## config.mk

```make
export PLATFORM = sky130hd
export DESIGN_NAME = btnkc_cmp
export DESIGN_NICKNAME = d
export VERILOG_FILES = /design/src/rtl/btnkc_pkg.sv /design/src/rtl/btnkc_cmp.sv
export SDC_FILE = /design/constraint.sdc
export NUM_CORES = 1
export LEC_CHECK = 0
export BUFFER_PORTS_ARGS = -buffer_cell sky130_fd_sc_hd__buf_2
export CORE_ASPECT_RATIO = 0.7
export CORE_UTILIZATION = 41
export DETAILED_ROUTE_END_ITERATION = 7
export GPL_ROUTABILITY_DRIVEN = 1
export GPL_TIMING_DRIVEN = 0
export PLACE_DENSITY_LB_ADDON = 0.2
export SYNTH_ARGS = -nofsm -noshare
export SYNTH_HDL_FRONTEND = slang
export SYNTH_SLANG_ARGS = --single-unit
```

## constraint.sdc

```tcl
create_clock -name vclk -period 2.7
set_clock_uncertainty 0.1 [all_clocks]
set_input_delay 0 -clock vclk [all_inputs]
set_output_delay 0 -clock vclk [all_outputs]
set_load 0.005 [all_outputs]
```

## src/rtl/btnkc_pkg.sv

```systemverilog
// Shared types and codes for the B-tree internal node table.
// No dependencies; imported by the core, the compare unit and the checker.
`default_nettype none

package btnkc_pkg;

    localparam int KEY_W  = 64;
    localparam int PAGE_W = 31;
    localparam int FUNC_W = 2;
    localparam int STAT_W = 2;

    // operation codes
    localparam logic [FUNC_W-1:0] FN_INSERT = 2'd0;
    localparam logic [FUNC_W-1:0] FN_SEARCH = 2'd1;
    localparam logic [FUNC_W-1:0] FN_REMOVE = 2'd2;

    // status codes
    localparam logic [STAT_W-1:0] ST_OK        = 2'd0;
    localparam logic [STAT_W-1:0] ST_NO_SPACE  = 2'd1;
    localparam logic [STAT_W-1:0] ST_NOT_FOUND = 2'd2;

    // outcome of the shared compare unit
    typedef struct packed {
        logic key_lt;   // lhs key < rhs key
        logic page_eq;  // page operands equal
    } cmp_res_t;

endpackage

`default_nettype wire

```

## src/rtl/btnkc_cmp.sv

```systemverilog
// Shared compare unit: 64-bit unsigned less-than and page equality.
// Depends on btnkc_pkg.
`default_nettype none

module btnkc_cmp
    import btnkc_pkg::*;
(
    input  wire logic [KEY_W-1:0]  lhs_key,
    input  wire logic [KEY_W-1:0]  rhs_key,
    input  wire logic [PAGE_W-1:0] lhs_page,
    input  wire logic [PAGE_W-1:0] rhs_page,
    output cmp_res_t               res
);

    always_comb
    begin
        res.key_lt  = (lhs_key < rhs_key);
        res.page_eq = (lhs_page == rhs_page);
    end

endmodule

`default_nettype wire

```

[Yosys cells after proc, flatten, opt, wreduce, memory -nomap -nowiden]
Index checks and enable logic that the tools add are counted.
Operators by class
  equality and inequality tests: 1
  magnitude comparators: 1
Operator list (number)
  less-than comparator 64 bit: 1
  == test 31 bit: 1
Storage, ports and cells
  bits of input ports: 190
  register bits after elaboration: 0
  word-level logic and storage cells: 2
  output and inout bits: 2

[Longest topological paths before layout]
  word-level depth: 1
  gate-level depth with buffers: 8

[Worst setup path after synthesis]
OpenSTA, ideal clock, no wires.
  path type: input to output
  start point: input port rhs_key[19]
  end point: output port res[1] (netlist bit)
  buffers on the path: 0
  required time: 2.600 ns
  arrival time: 1.367 ns
  cell stages on the path: 8
  slack: 1.233 ns
  cells stage by stage: inv_1 ha_1 a21oi_2 o21ai_1 a221o_1 a311oi_2 o21ai_1 a211oi_2
RTL lines
  start: declaration: RTL line btnkc_cmp.sv:9  | input wire logic [KEY_W-1:0] rhs_key,
  end: declaration: RTL line btnkc_cmp.sv:12  | output cmp_res_t res

==> flow_summary.yaml <==
status:
  outcome: "complete, but fails checks"
  failed_checks: "design-rule violations"
timing:
  slew_headroom_pct: 70.9
  rsz0062_at_grt: "no"
  worst_pin_slew_ns: 0.425
  hold_slack_ns: 0.285
  hold_violations: 0
  setup_viol: 0
  timing.final.crit_share_pct: 67.7
  setup-tns-final_ns: 0
  period_minus_slack_ns: 1.83
  max_freq_mhz: 547
  timing.final.max_slew_violations: 0
layout:
  filler_cell_count: 424
  diodes: 0
  drive_gt1_share_pct: 42.8
  multi_input_area_um2: 1680
  stdcell_area_um2: 2950
  clkbuf_count: 0
  finalNetCount: 713
  regArea_um2: 0
  seq_cells: 0
  area_delta_synth_final_pct: 53.5
grt:
  grt_pass1_wl_um: 8820
  grt.total_usage_pct: 21.5
  grt_max_degree: 4
  antenna_found_initial: 0
  first_global_vias: 2202
  overflow: 0
routing:
  drt_iter0_drc: 47
  via_per_inst: 4.81
  drc: 20
  wl_met3_um: 445
  drt_pass1_iterations: 6
  dr_wl_met2_um: 2730
  top_layer: "met4"
  vias: 2466
  routed_wl_um: 5580
  wl_per_cell_um: 10.9
  ant_nets: 0
  drt-met1-wl_um: 2330
synth:
  ys_top_cells_by_count: "65 x inv_1, 63 x ha_1, 23 x a21oi_1"
  synth_most_common_cell: "inv_1"
  yosys-top-cells-area: "ha_1 41%, inv_1 13%, xor2_1 9.1%"
  yosys_warnings: 0
  ys_types: 31
  synthesis.area_um2: 1920
  ys_seq_area_share_pct: 0
  yosys.area.top_type_share_pct: 41.0
  syn_nets: 519
  avgSynthCellArea_um2: 7.23
  synth_top_area_cell: "ha_1"
  postSynthCellCount: 266
pwr:
  power.leakage_uw: 0.00189
  ir_drop_v: 0.0000675
  power_uw: 390
  power_density_nw_per_um2: 132
worst_setup_path:
  start_kind: "input pin"
  crit_type: "in2out"
  crit_arrival_ns: 1.73
  worstPathRequired_ns: 2.60
  end_kind: "primary output"
  worstPathMaxFanout: 3
place:
  placed_area_um2: 2950
  gp_congestion: 0.813
  hpwl_um: 5360
  port_buffers: 192
floorplan:
  start_util_pct: 43.4
  die_area_um2: 4970
  die_w_um: 83.9
  coreArea_um2: 4430
  rows: 20
  io_pins: 192
  die_y_um: 59.3
worst_hold_path:
  min_to: "res[0]"
  hold-path-cell-count: 5
  min_path_type: "in2out"
  min_from: "lhs_page[7]"
cts:
  postCtsSetupBuffers: 0
  cts-resized-gates: 0
  holdBufCountCts: 0
flow_run:
  drv_cap: 0
## layer usage
| metal | vias to the layer above | GRT usage (%) |
|---|---|---|
| li1 | 1309 | - |
| met1 | 1051 | 24.6 |
| met2 | 98 | 43.3 |
| met3 | 8 | 3.48 |
| met4 | 0 | 3.45 |
| met5 | - | 0 |
## worst max-delay path, stage by stage
cell	delay, ns
buf_2	0.07
inv_1	0.03
ha_1	0.30
nand4_1	0.14
nor3_1	0.26
nor3b_1	0.40
nand4_1	0.14
o21ai_1	0.19
a211oi_2	0.06
buf_2	0.14
## cells by family (layout without fill, tap and decap cells)
| family | after synthesis | in the layout | share of synthesized area, % |
|---|---|---|---|
| XOR/XNOR | 31 | 31 | 14.1 |
| buffers and inverters | 65 | 257 | 12.7 |
| AND/OR/NAND/NOR | 55 | 55 | 14.7 |
| adder cells (fa/ha/maj) | 63 | 63 | 41.0 |
| AO/OA/AOI/OAI | 52 | 52 | 17.5 |
## layout by cell type (no fill, tap or decap), types with 2 or more instances in the layout
cell type,n
a211oi_1,4
o21a_1,2
nor2_1,6
nor3_1,2
and3_1,2
a21oi_1,23
xnor2_1,11
o21ai_1,3
a21o_1,4
nand2_1,15
nand3_1,8
nor4_1,6
xor2_1,20
o21ai_0,4
buf_2,192
inv_1,65
ha_1,63
a21boi_0,2
nand4_1,13
## report_power, final
| part | total (µW) | switching (µW) | internal [µW] | leakage (µW) |
|---|---|---|---|---|
| registers | 0 | 0 | 0 | 0 |
| clock network | 0 | 0 | 0 | 0 |
| logic | 390 | 172 | 218 | 0.00189 |
| total | 390 | 172 | 218 | 0.00189 |
## how the worst max path moves through the flow
stage | start | endpoint | slack (ns)
3_5_place_dp | rhs_key[34] | res[1] | 0.85
2_1_floorplan | rhs_key[19] | res[1] | 1.23
6_report | rhs_key[34] | res[1] | 0.87
5_1_grt | rhs_key[34] | res[1] | 0.65
4_1_cts | rhs_key[34] | res[1] | 0.85
3_3_place_gp | lhs_key[34] | res[1] | 0.88
## metrics by stage
stage                     worst slack (ns)  std cells  utilization [%]
after global routing                 0.651        513             66.7
after CTS                            0.846        513             66.7
after floorplan                       1.23        266                -
final                                0.872        513             66.7
after detailed placement             0.853        513             66.7
after global placement               0.882        513             66.7
## final cells by class
type	count	share of cell area, %
Multi-Input combinational cell	201	56.9
Timing Repair Buffer	192	32.5
Inverter	65	8.26
Tap cell	55	2.33
No activity file was read; power rests on OpenSTA's default activity.
